==> config.mk <==
export PLATFORM = sky130hd
export DESIGN_NAME = usmg_div_cell
export DESIGN_NICKNAME = d
export VERILOG_FILES = /design/src/hw/rtl/usmg_pkg.sv /design/src/hw/rtl/usmg_div_cell.sv
export SDC_FILE = /design/constraint.sdc
export NUM_CORES = 1
export LEC_CHECK = 0
export ABC_AREA = 1
export BUFFER_PORTS_ARGS = -buffer_cell sky130_fd_sc_hd__buf_4
export CAP_MARGIN = 20
export CORE_MARGIN = 1
export CORE_UTILIZATION = 40
export CTS_CLUSTER_DIAMETER = 100
export DETAILED_ROUTE_END_ITERATION = 8
export HOLD_SLACK_MARGIN = 0.06
export PLACE_DENSITY = 0.73
export SLEW_MARGIN = 20
export SYNTH_ARGS = -nofsm -noshare
export SYNTH_HDL_FRONTEND = slang
export SYNTH_SLANG_ARGS = --single-unit
==> constraint.sdc <==
create_clock -name clk -period 1.7 [get_ports clk]
set_input_delay 0.34 -clock clk [delete_from_list [all_inputs] [get_ports clk]]
set_output_delay 0.34 -clock clk [all_outputs]
set_load 0.005 [all_outputs]
==> src/hw/rtl/usmg_pkg.sv <==
// Shared constants, types and arithmetic helpers of the UV-sphere mesh generator.
`timescale 1ns / 1ps
package usmg_pkg;

  localparam int MAX_SLICES_DEF    = 256;
  localparam int CORDIC_STAGES_DEF = 16;

  // Long division of an index by n: one integer bit, then fraction bits.
  localparam int DIV_STEPS = 32;
  localparam int QW        = DIV_STEPS + 1;
  localparam int TEX_STEP  = 15;
  localparam int VPH_STEP  = 31;

  // CORDIC datapath widths and constants (Q30 values, phase of 2^32 per turn).
  localparam int CW           = 34;
  localparam int ZW           = 33;
  localparam int ATAN_ENTRIES = 24;
  localparam logic signed [CW-1:0] GAIN_Q30    = 34'sd652032874;
  localparam logic signed [ZW-1:0] EIGHTH_TURN = 33'sd536870912;

  // Register map, selected by paddr[2].
  localparam logic REG_RADIUS = 1'b0;
  localparam logic REG_SLICES = 1'b1;

  localparam int TDATA_OUT_W = 168;

  typedef struct packed {
    logic        valid;
    logic        action;
    logic [15:0] p;
    logic [8:0]  s;
    logic [15:0] tex_u;
    logic [15:0] tex_v;
    logic [31:0] ph_v;
  } div_side_t;

  typedef struct packed {
    logic        valid;
    logic        action;
    logic [15:0] p;
    logic [8:0]  s;
    logic [15:0] tex_u;
    logic [15:0] tex_v;
    logic [31:0] ph_u;
    logic [31:0] ph_v;
  } cor_side_t;

  function automatic logic signed [ZW-1:0] atan_turn(input int k);
    logic signed [ZW-1:0] a;
    case (k)
      0:  a = 33'sh020000000;
      1:  a = 33'sh012E4051E;
      2:  a = 33'sh009FB385B;
      3:  a = 33'sh0051111D4;
      4:  a = 33'sh0028B0D43;
      5:  a = 33'sh00145D7E1;
      6:  a = 33'sh000A2F61E;
      7:  a = 33'sh000517C55;
      8:  a = 33'sh00028BE53;
      9:  a = 33'sh000145F2F;
      10: a = 33'sh0000A2F98;
      11: a = 33'sh0000517CC;
      12: a = 33'sh000028BE6;
      13: a = 33'sh0000145F3;
      14: a = 33'sh00000A2FA;
      15: a = 33'sh00000517D;
      16: a = 33'sh0000028BE;
      17: a = 33'sh00000145F;
      18: a = 33'sh000000A30;
      19: a = 33'sh000000518;
      20: a = 33'sh00000028C;
      21: a = 33'sh000000146;
      22: a = 33'sh0000000A3;
      23: a = 33'sh000000051;
      default: a = '0;
    endcase
    return a;
  endfunction

  // Round-to-nearest correction of a quotient: 1 when rem + floor(n/2) >= n.
  function automatic logic round_up(input logic [7:0] rem, input logic [7:0] n);
    logic [8:0] sum;
    sum = {1'b0, rem} + {2'b00, n[7:1]};
    return (sum >= {1'b0, n});
  endfunction

  // Q30 to Q1.15 with half-up rounding, saturated to +-32767.
  function automatic logic signed [15:0] rnd_sat(input logic signed [CW-1:0] v);
    logic signed [CW-1:0] t;
    logic signed [15:0]   r;
    t = (v + 34'sd16384) >>> 15;
    if (t > 34'sd32767) r = 16'sd32767;
    else if (t < -34'sd32767) r = -16'sd32767;
    else r = t[15:0];
    return r;
  endfunction

  function automatic logic signed [15:0] mul_q15(input logic signed [15:0] a,
                                                input logic signed [15:0] b);
    logic signed [31:0] m;
    m = (a * b + 32'sd16384) >>> 15;
    return m[15:0];
  endfunction

  function automatic logic [7:0] tan_byte(input logic signed [15:0] t);
    logic [16:0] d;
    logic [24:0] m;
    d = 17'd32768 - 17'({t[15], t});
    m = d * 25'd255 + 25'd32768;
    return m[23:16];
  endfunction

endpackage

==> src/hw/rtl/usmg_div_cell.sv <==
// One restoring long-division step of the index-over-n divider chain.
`timescale 1ns / 1ps
module usmg_div_cell (
  input  logic                  clk,
  input  logic                  en,
  input  logic [7:0]            n,
  input  logic [7:0]            rem_in,
  input  logic [usmg_pkg::QW-1:0] q_in,
  output logic [7:0]            rem_out,
  output logic [usmg_pkg::QW-1:0] q_out
);
  import usmg_pkg::*;

  logic [8:0] r2;
  logic [8:0] diff;
  logic       ge;

  always_comb begin
    r2   = {rem_in, 1'b0};
    diff = r2 - {1'b0, n};
    ge   = (r2 >= {1'b0, n});
  end

  always_ff @(posedge clk) begin
    if (en) begin
      rem_out <= ge ? diff[7:0] : r2[7:0];
      q_out   <= {q_in[QW-2:0], ge};
    end
  end
endmodule

After elaboration in Yosys (flattened, before gate mapping)
Index checks and enable logic that the tools add are counted.
{"block": "op_classes", "n_shift": 0, "n_mux": 1, "n_reduce_logical": 0, "n_eq_ne": 0, "n_bitwise": 0, "div": 0, "multipliers": 0, "n_addsub": 1, "n_lt_le_gt_ge": 1}
{"op": ">= comparator 9 x 8 -> 1 bit", "n": 1}
{"op": "two-way mux 8 bit", "n": 1}
{"op": "subtractor 8 bit", "n": 1}
{"block": "totals", "rom_bits": 0, "memories": 0, "latchBits": 0, "output_inout_bits": 41, "inputBits": 51, "ramBits": 0, "register_bits": 41}

Depth between registers and ports, before layout
{"block": "logic_depth", "depth_word": 2, "depth_mapped": 11, "mapped_depth_nobuf": 11}

Worst setup path before layout
No wires, ideal clock.
{"block": "synth_timing", "path_type": "input port to flip-flop", "from": "input port n[1]", "to": "register rem_out[7], data pin", "stages": 11, "path_slack_ns": 0.043, "t_arrival_ns": 1.405, "required_time_ns": 1.448, "cell_sequence": "inv_1 -> ha_1 -> ha_1 -> nand2_1 -> nor2_1 -> nand2_1 -> nand2_2 -> nor2_4 -> nand2_4 -> nand2_2 -> nand2_1"}
{"block": "synth_via", "elab_chain_cells": 2, "elab_cells_between_ends": 3, "cone_classes": "add/sub: 1; order compare: 1; mux: 1"}
{"element": "start, declared", "line_no": "usmg_div_cell.sv:6", "source": "input logic [7:0] n,"}
{"element": ">= comparator 9 x 8 -> 1 bit", "line_no": "usmg_div_cell.sv:21", "source": "ge = (r2 >= {1'b0, n});"}
{"element": "net ge", "line_no": "usmg_div_cell.sv:16", "source": "logic ge;"}
{"element": "two-way mux 8 bit", "line_no": "usmg_div_cell.sv:26", "source": "rem_out <= ge ? diff[7:0] : r2[7:0];"}
{"element": "end signal, assigned", "line_no": "usmg_div_cell.sv:26"}
{"element": "end, declared", "line_no": "usmg_div_cell.sv:9", "source": "output logic [7:0] rem_out,"}
The timed path passes the listed nets, and every way through them passes these cells.
A chain may end at the register's enable or synchronous reset.

Worst setup path in the final report
{"block": "layout_timing", "from": "input port n[1]", "to": "register rem_out[2], data pin"}
The elaborated chain is that of the path after synthesis.

==> metrics <==
WS Path Type=in2reg; DRT iter0 DRCs=95; Slowest-stage cell, CP=ha_1; post-route cell area=0.00274 mm^2; clk sinks=41; min Tclk post-route=1.52 ns; Post-Route WL=3960 um; worst min path class=in2reg; slowest stage delay, CP=0.30 ns; TritonCTS Buffers=5; vias in the first global route=1422; Req. time, crit path=1.75 ns; Row Count=24; post-route clock period utilization=89.6%; CP most frequent cell=nand2_1; worst setup path startpoint=n[1]; register bit total from synthesis=41; most frequent cells in the layout=106 x buf_4, 41 x edfxtp_1, 38 x nand2_1; area of the die=0.00477 mm^2; worst path buffer plus inverter count=2; worst hold stages=1; RSZ-0062 raised after global routing=false; Synth Warn #=0; Netlist cell types=17; final max-slew violation count=0; Final nets=320; Worst setup SP type=input pin; Hold Path End=q_out[6]; Antenna Cells=0; area delta synth->final=52.5%; Vias=1471; Worst setup EP type=flop; setup TNS=0 ns; fin cells=313; DP HPWL=3180 um; remaining global-route overflow=0; Routability Congestion=0.909; port bufs=90; Final Hold Vio Count=0; post-CTS setup buffer count=0; register area share after synthesis=68.5%; CTS max path bufs=2; Post-Syn Area=0.00180 mm^2; wire length of the first global-routing pass=6620 um; Lkg Pwr=1.33 nW; CP arrival=1.57 ns; Die Span Y=69.0 um; root buf cell=clkbuf_8; most common cell after layout, fill and taps aside=buf_4; Inst Count DP=305; total track usage=18.1%; fraction of layout cells with a size suffix above 1=46.7%; largest net degree at the start of global routing=42; initial antenna violation count=0; DRC violations left=0; final setup violation count=0; FILL cells=370; Syn Nets=207; TritonCTS clock tree=yes; post-route ant nets=0; CTS resizes=0; Wirelength per Cell=12.7 um; total I/O pin count=92; Placeable Area=0.00432 mm^2; Mapped Cells=147; outcome=finished clean; width of the die=69.0 um; first-pass detailed-route iteration total=4; delay-heaviest family, CP=simple AND/OR/NAND/NOR gates; worst-margin pin slew=0.501 ns; Max VDD drop=317 uV; Fmax=657 MHz; Initial Utilization=41.6%; htree depth=2; fin util=63.4%; PD cells=849 mW/mm^2; Rel. slew slack=66.6%; CTS Hold Bufs=0; Clock Pin Slew Worst Setup and Hold Paths=0.07 ns; DR vias/cell=4.70; Crit Path Max Fanout=8; Register Area=0.00123 mm^2; Mean Syn Cell Area=12.2 um^2; Hold Crit Start=q_in[5]; Max Cap Viol=0; Placed Area=0.00266 mm^2; Multi-input gate area=484 um^2; cells along the critical path=buf_4, inv_1, ha_1, ha_1, nand2_1, nor2_1, nand2_1, nand2_2, nor2_4, nand2_4, nand2_1, nand2_1
==> cell usage after synthesis (all sizes together) <==
cell type | instances | area, um^2
nand3 | 14 | 75.1
fa | 1 | 20.0
clkinv | 1 | 3.75
inv | 21 | 78.8
xnor2 | 2 | 17.5
a21oi | 4 | 20.0
nor2 | 8 | 37.5
ha | 8 | 100
xor2 | 1 | 8.76
or2 | 1 | 8.76
edfxtp | 41 | 1230
nand4 | 1 | 6.26
nand2 | 44 | 190
==> flip-flops by register name, indices dropped and copies added (netlist names) <==
name,count
rem_out,8
q_out,33
==> per-layer routing <==
metal / routed length, um / vias up / track usage, %
li1: - / 713 / -
met1: 1540 / 669 / 20.9
met2: 1960 / 82 / 29.3
met3: 372 / 7 / 6.87
met4: 89 / 0 / 9.07
met5: 0 / - / 0
==> stage by stage <==
stage               power (W)  hold slack (ns)  setup WS (ns)
global route          0.00246            0.203         0.0716
CTS                   0.00236            0.209          0.168
floorplan             0.00144            0.439         0.0429
finish                0.00233            0.222          0.178
global placement      0.00174            0.518         -0.112
detailed placement    0.00176            0.519         -0.143
==> how the worst max path moves through the flow <==
| stage | depth (start not counted) | slack, ns | end |
|---|---|---|---|
| after floorplan | 11 | 0.04 | rem_out[7] |
| after global placement | 12 | -0.11 | rem_out[7] |
| after detailed placement | 12 | -0.14 | rem_out[2] |
| after CTS | 12 | 0.17 | rem_out[2] |
| after global routing | 12 | 0.07 | rem_out[2] |
| final | 12 | 0.18 | rem_out[2] |
==> cell families after synthesis <==
family | synth area share [%]
buffers and inverters | 4.59
adder cells (fa/ha/maj) | 6.68
AND/OR/NAND/NOR | 17.7
XOR/XNOR | 1.46
flip-flops | 68.5
AO/OA/AOI/OAI | 1.11
==> cell type report <==
type,count,share of cell area [%]
inverters,22,3.01
repair buffers,106,29.0
well taps,52,2.37
clock inverters,2,0.365
clock buffers,6,2.65
flip-flops and latches,41,44.9
multi-input cells,84,17.7
==> power breakdown <==
group,total [W],switching [W],internal (W)
clock,0.000594,0.000310,0.000284
sequential,0.00125,0.0000249,0.00122
combinational,0.000486,0.000208,0.000278
Note: power is estimated with default switching activity, not from simulation.
