File: src/hw/rtl/usmg_pkg.sv
// Shared constants, types and arithmetic helpers of the UV-sphere mesh generator.
`timescale 1ns / 1ps
package usmg_pkg;

  localparam int MAX_SLICES_DEF    = 256;
  localparam int CORDIC_STAGES_DEF = 16;

  // Long division of an index by n: one integer bit, then fraction bits.
  localparam int DIV_STEPS = 32;
  localparam int QW        = DIV_STEPS + 1;
  localparam int TEX_STEP  = 15;
  localparam int VPH_STEP  = 31;

  // CORDIC datapath widths and constants (Q30 values, phase of 2^32 per turn).
  localparam int CW           = 34;
  localparam int ZW           = 33;
  localparam int ATAN_ENTRIES = 24;
  localparam logic signed [CW-1:0] GAIN_Q30    = 34'sd652032874;
  localparam logic signed [ZW-1:0] EIGHTH_TURN = 33'sd536870912;

  // Register map, selected by paddr[2].
  localparam logic REG_RADIUS = 1'b0;
  localparam logic REG_SLICES = 1'b1;

  localparam int TDATA_OUT_W = 168;

  typedef struct packed {
    logic        valid;
    logic        action;
    logic [15:0] p;
    logic [8:0]  s;
    logic [15:0] tex_u;
    logic [15:0] tex_v;
    logic [31:0] ph_v;
  } div_side_t;

  typedef struct packed {
    logic        valid;
    logic        action;
    logic [15:0] p;
    logic [8:0]  s;
    logic [15:0] tex_u;
    logic [15:0] tex_v;
    logic [31:0] ph_u;
    logic [31:0] ph_v;
  } cor_side_t;

  function automatic logic signed [ZW-1:0] atan_turn(input int k);
    logic signed [ZW-1:0] a;
    case (k)
      0:  a = 33'sh020000000;
      1:  a = 33'sh012E4051E;
      2:  a = 33'sh009FB385B;
      3:  a = 33'sh0051111D4;
      4:  a = 33'sh0028B0D43;
      5:  a = 33'sh00145D7E1;
      6:  a = 33'sh000A2F61E;
      7:  a = 33'sh000517C55;
      8:  a = 33'sh00028BE53;
      9:  a = 33'sh000145F2F;
      10: a = 33'sh0000A2F98;
      11: a = 33'sh0000517CC;
      12: a = 33'sh000028BE6;
      13: a = 33'sh0000145F3;
      14: a = 33'sh00000A2FA;
      15: a = 33'sh00000517D;
      16: a = 33'sh0000028BE;
      17: a = 33'sh00000145F;
      18: a = 33'sh000000A30;
      19: a = 33'sh000000518;
      20: a = 33'sh00000028C;
      21: a = 33'sh000000146;
      22: a = 33'sh0000000A3;
      23: a = 33'sh000000051;
      default: a = '0;
    endcase
    return a;
  endfunction

  // Round-to-nearest correction of a quotient: 1 when rem + floor(n/2) >= n.
  function automatic logic round_up(input logic [7:0] rem, input logic [7:0] n);
    logic [8:0] sum;
    sum = {1'b0, rem} + {2'b00, n[7:1]};
    return (sum >= {1'b0, n});
  endfunction

  // Q30 to Q1.15 with half-up rounding, saturated to +-32767.
  function automatic logic signed [15:0] rnd_sat(input logic signed [CW-1:0] v);
    logic signed [CW-1:0] t;
    logic signed [15:0]   r;
    t = (v + 34'sd16384) >>> 15;
    if (t > 34'sd32767) r = 16'sd32767;
    else if (t < -34'sd32767) r = -16'sd32767;
    else r = t[15:0];
    return r;
  endfunction

  function automatic logic signed [15:0] mul_q15(input logic signed [15:0] a,
                                                input logic signed [15:0] b);
    logic signed [31:0] m;
    m = (a * b + 32'sd16384) >>> 15;
    return m[15:0];
  endfunction

  function automatic logic [7:0] tan_byte(input logic signed [15:0] t);
    logic [16:0] d;
    logic [24:0] m;
    d = 17'd32768 - 17'({t[15], t});
    m = d * 25'd255 + 25'd32768;
    return m[23:16];
  endfunction

endpackage

File: src/hw/rtl/usmg_cordic_cell.sv
// One micro-rotation of the pipelined CORDIC rotator.
`timescale 1ns / 1ps
module usmg_cordic_cell #(
  parameter int K = 0
) (
  input  logic                         clk,
  input  logic                         en,
  input  logic signed [usmg_pkg::CW-1:0] x_in,
  input  logic signed [usmg_pkg::CW-1:0] y_in,
  input  logic signed [usmg_pkg::ZW-1:0] z_in,
  output logic signed [usmg_pkg::CW-1:0] x_out,
  output logic signed [usmg_pkg::CW-1:0] y_out,
  output logic signed [usmg_pkg::ZW-1:0] z_out
);
  import usmg_pkg::*;

  localparam logic signed [ZW-1:0] ANGLE = atan_turn(K);

  logic signed [CW-1:0] dx;
  logic signed [CW-1:0] dy;

  always_comb begin
    dx = y_in >>> K;
    dy = x_in >>> K;
  end

  always_ff @(posedge clk) begin
    if (en) begin
      if (!z_in[ZW-1]) begin
        x_out <= x_in - dx;
        y_out <= y_in + dy;
        z_out <= z_in - ANGLE;
      end else begin
        x_out <= x_in + dx;
        y_out <= y_in - dy;
        z_out <= z_in + ANGLE;
      end
    end
  end
endmodule

File: config.mk
export PLATFORM = sky130hd
export DESIGN_NAME = usmg_cordic_cell
export DESIGN_NICKNAME = d
export VERILOG_FILES = /design/src/hw/rtl/usmg_pkg.sv /design/src/hw/rtl/usmg_cordic_cell.sv
export SDC_FILE = /design/constraint.sdc
export NUM_CORES = 1
export LEC_CHECK = 0
export ABC_AREA = 1
export BUFFER_PORTS_ARGS = -buffer_cell sky130_fd_sc_hd__buf_2
export CORE_ASPECT_RATIO = 1.4
export CORE_UTILIZATION = 58
export DETAILED_ROUTE_END_ITERATION = 7
export GPL_TIMING_DRIVEN = 0
export HOLD_SLACK_MARGIN = 0.03
export MAX_ROUTING_LAYER = met4
export PLACE_DENSITY = 0.83
export SYNTH_ARGS = -nofsm -noshare
export SYNTH_HDL_FRONTEND = slang
export SYNTH_SLANG_ARGS = --single-unit
File: constraint.sdc
create_clock -name clk -period 2.65 [get_ports clk]
set_input_delay 0.3975 -clock clk [delete_from_list [all_inputs] [get_ports clk]]
set_output_delay 0.3975 -clock clk [all_outputs]
set_load 0.05 [all_outputs]
* Yosys cells after proc, flatten, opt, wreduce, memory -nomap -nowiden
Cells that the tools add are included.
W data, S select, Z words.
** Storage, ports and cells
- Register bits after elaboration :: 101
- Latch bits :: 0
- Bits in writable memories :: 0
- Memory bits (read-only) :: 0
- Bits of input ports :: 103
- Output and inout bits :: 101
- Word-level logic and storage cells :: 11
- Memories kept :: 0
** Operators by class
- $add $sub $neg :: 5
- Multiply operators :: 0
- Divide/modulo/power cells :: 0
- $lt $le $gt $ge :: 0
- Eq/ne operators :: 0
- Shifts and indexed selects :: 0
- Mux-type cells :: 3
- Bitwise logic cells :: 0
- Reductions and logical operators :: 0
** Operators with widths (count)
- $mux W34 :: 2
- $sub A34 B34 Y34 :: 2
- $add A34 B34 Y34 :: 1
- $add A33 B31 Y33 const B :: 1
- $mux W33 :: 1
- $sub A33 B31 Y33 const B :: 1

* Depth between registers and ports, before layout
- Depth after elaboration :: 2
- Depth in mapped cells :: 18

* Worst setup path before layout
Ideal clock, no wire load.
- Path type :: input to register
- Start :: input port x_in[0] (netlist bit)
- End :: register x_out[32] (netlist bit), data pin
- Library setup time :: 0.253 ns
- Arrival time :: 1.832 ns
- Required time :: 2.397 ns
- Slack :: 0.564 ns
- Stages :: 12
- Path buffers :: 0
- Path through :: ha_1 fa_1 nand2_1 nor2_1 nor2_2 o21ai_2 nand2_1 nand2_1 nand2_1 nand3_1 nand3_1 nand2_1
** Between the ends
- Cells in the longest elaborated chain, start to end :: 2
- Elaborated cells on any way between the ends :: 3
** RTL lines
- start, declared :: line usmg_cordic_cell.sv:8 : input logic signed [usmg_pkg::CW-1:0] x_in,
- $sub A34 B34 Y34 / $add A34 B34 Y34 (equally long branches) :: line usmg_cordic_cell.sv:30, usmg_cordic_cell.sv:34
- $mux W34 (*) :: line usmg_cordic_cell.sv:29 : if (!z_in[ZW-1]) begin
- end signal, assigned :: line usmg_cordic_cell.sv:30 : x_out <= x_in - dx;
- end signal, assigned :: line usmg_cordic_cell.sv:34 : x_out <= x_in + dx;
- end, declared :: line usmg_cordic_cell.sv:11 : output logic signed [usmg_pkg::CW-1:0] x_out,
Mark *: on every way between the ends. The rest lies on a longest branch, timed or not.
A chain may end at the register's enable or synchronous reset.

* Worst setup path in the final report
Ends and elaborated chain as after synthesis.

==> metrics.yaml <==
status: "complete, no violations"
finalMaxSlewViolations: 0
drc_errors: 0
overflow: 0
synth_area_um2: 10500
grt_usage_pct: 42.3
cts_resized: 0
crit_path_end_kind: "flop"
drive_gt1_share_pct: 20.1
drv_cap: 0
rsz0062_at_grt: "false"
ys_async_sr_fraction_pct: 0
cts.sinks: 100
dpl_worst_slack_ns: -0.168
worstPathRequired_ns: 2.78
detail-route-antenna-nets: 0
nets: 1927
synth-edff-count: 100
finalSetupViolations: 0
viasPerCell: 5.82
synthCells: 1505
diodes: 0
finalNonFillerCells: 1960
crit_path_frequent_cell: "nand2_1"
drtIter0Drc: 1076
finalPower_mw: 6.41
fin_crit_sh_pct: 96.2
layout_setup_ws_ns: 0.101
tightest_slew_ns: 0.875
crit_type: "primary input to flop"
die_area_um2: 18600
clk_pin_slew_ns: 0.09
post_cts_buffers: 0
port_buffers: 202
slowest_stage: "fa_1"
cpPeakStageDelay_ns: 0.53
synth.distinct_cells: 48
ys_ff_latch: 100
crit_arrival_ns: 2.68
cts_tree: "built"
cp_num_buf_inv: 2
setup_tns_ns: 0
antenna_found_initial: 0
ys_seq_area_share_pct: 28.7
placedCellCount: 1944
grt_pass1_wl_mm: 56.5
synth_warnings: 0
drt_pass1_iterations: 8
fill_cells: 1543
ios: 204
hold_violations: 0
wl_mm: 38.1
finalWeightedCongestion: 1.02
setup.worst_path.start_class: "primary input"
clock_path_buffers: 2
vias: 11414
synth_area_per_cell_um2: 6.96
fin_area_um2: 12100
wl_per_cell_um: 19.4
crit_family: "simple AND/OR/NAND/NOR gates"
start_util_pct: 59.7
path_max_fanout: 5
p_per_area_nw_per_um2: 528
synthToLayoutAreaGrowth_pct: 15.7
grt_pass1_vias: 11011
timing.slew.headroom_pct: 41.7
cts_max_level: 3
coreArea_um2: 17500
ir_drop_mv: 0.400
synthesis.nets: 1713
ys.flop_type: "edfxtp_1"
power_leakage_nw: 6.18
dpl_cell_area_um2: 11800
fin_util_pct: 69.1
cts_made_buffers: 9
die_w_um: 116
die_h_um: 161
hold_buffers: 0
dp_hpwl_mm: 31.5
max_freq_mhz: 392
cp_cell_sequence: "buf_2 > inv_1 > ha_1 > fa_1 > o21ai_2 > nand2_1 > nand2_1 > nand2_1 > nand2_1 > nand2_1 > nand2_1 > nand2_1 > nand3_1 > nand2_1"
whs_ns: 0.206
grt_max_degree: 81
num_rows: 57
cts_root_buffer: "clkbuf_16"
final.min_clock_period_ns: 2.55
hold_class: "primary input to flop"
[layout by cell type, fill, tap and decap left out, drive strengths merged, types with 3 or more instances in the layout]
cell type	Yosys	routed
nand2	416	416
o21bai	10	10
nor2	138	138
a31oi	3	3
inv	213	217
ha	101	101
nor3	16	16
clkinv	0	3
o211ai	6	6
nand4	11	11
o31ai	4	4
xor2	25	25
o21ai	98	98
buf	40	243
or2	9	9
o22ai	4	4
a21o	14	14
edfxtp	100	100
fa	4	4
a21oi	128	128
nand3	149	149
nor4	5	5
clkbuf	4	13
[cell families (layout without fill, tap and decap cells)]
logic type               after synthesis  in the layout  share of synthesized area [%]
AND/OR/NAND/NOR                      746            746                           31.3
AO/OA/AOI/OAI                        270            270                           14.5
buffers and inverters                257            476                           10.5
adder cells (fa/ha/maj)              105            105                           12.8
flip-flops                           100            100                           28.7
XOR/XNOR                              26             26                           2.17
multiplexers                           1              1                         0.0955
[area by class of cell]
cell class                 count  area [um2]  share of cell area, %
buffer                        44         295                   2.44
clock buffer                   9         225                   1.86
clock inverter                 7        86.3                  0.712
inverter                     213         800                   6.59
multi-input combinational   1148        6380                   52.6
sequential                   100        3000                   24.8
tap                          236         295                   2.44
timing repair buffer         203        1040                   8.59
[final timing paths]
path | start | depth (start not counted) | slack [ns] | end
setup / recovery | x_in[0] | 14 | 0.10 | x_out[32]
hold / removal | z_in[26] | 1 | 0.21 | z_out[26]
[state kept, by name (all words and copies together), names as in the netlist]
signal / count
y_out: 33
z_out: 33
x_out: 34
[cell usage after synthesis (5+ instances only)]
cell type | n | share of area [%]
nor3_2 | 5 | 0.48
nand2_1 | 395 | 14
o211ai_1 | 6 | 0.43
a21oi_2 | 11 | 0.92
nand2_2 | 20 | 1.2
buf_2 | 14 | 0.67
inv_2 | 18 | 0.64
nand3_1 | 143 | 6.8
nor3_1 | 11 | 0.53
a21oi_1 | 117 | 5.6
o21ai_0 | 72 | 3.4
xor2_1 | 25 | 2.1
nor2_1 | 126 | 4.5
buf_4 | 20 | 1.4
edfxtp_1 | 100 | 29
a21o_1 | 14 | 1.0
buf_6 | 5 | 0.54
inv_1 | 195 | 7.0
ha_1 | 101 | 12
nor2_2 | 8 | 0.48
o21bai_1 | 10 | 0.72
o21ai_1 | 23 | 1.1
nand4_1 | 10 | 0.60
nand3_2 | 6 | 0.57
[power breakdown]
group	internal [mW]	total, mW	switching [mW]
Sequential	1.99	2.03	0.0422
Clock	0.685	1.44	0.755
Combinational	0.770	2.94	2.17
Total	3.44	6.41	2.96
[routing by layer]
metal	wire, um	GRT usage [%]	up-vias
li1	-	-	5374
met1	12600	41.3	5127
met2	18700	71.6	681
met3	2960	6.38	232
met4	3800	37.7	0
met5	0	-	-
Note: power is estimated with default switching activity, not from simulation.
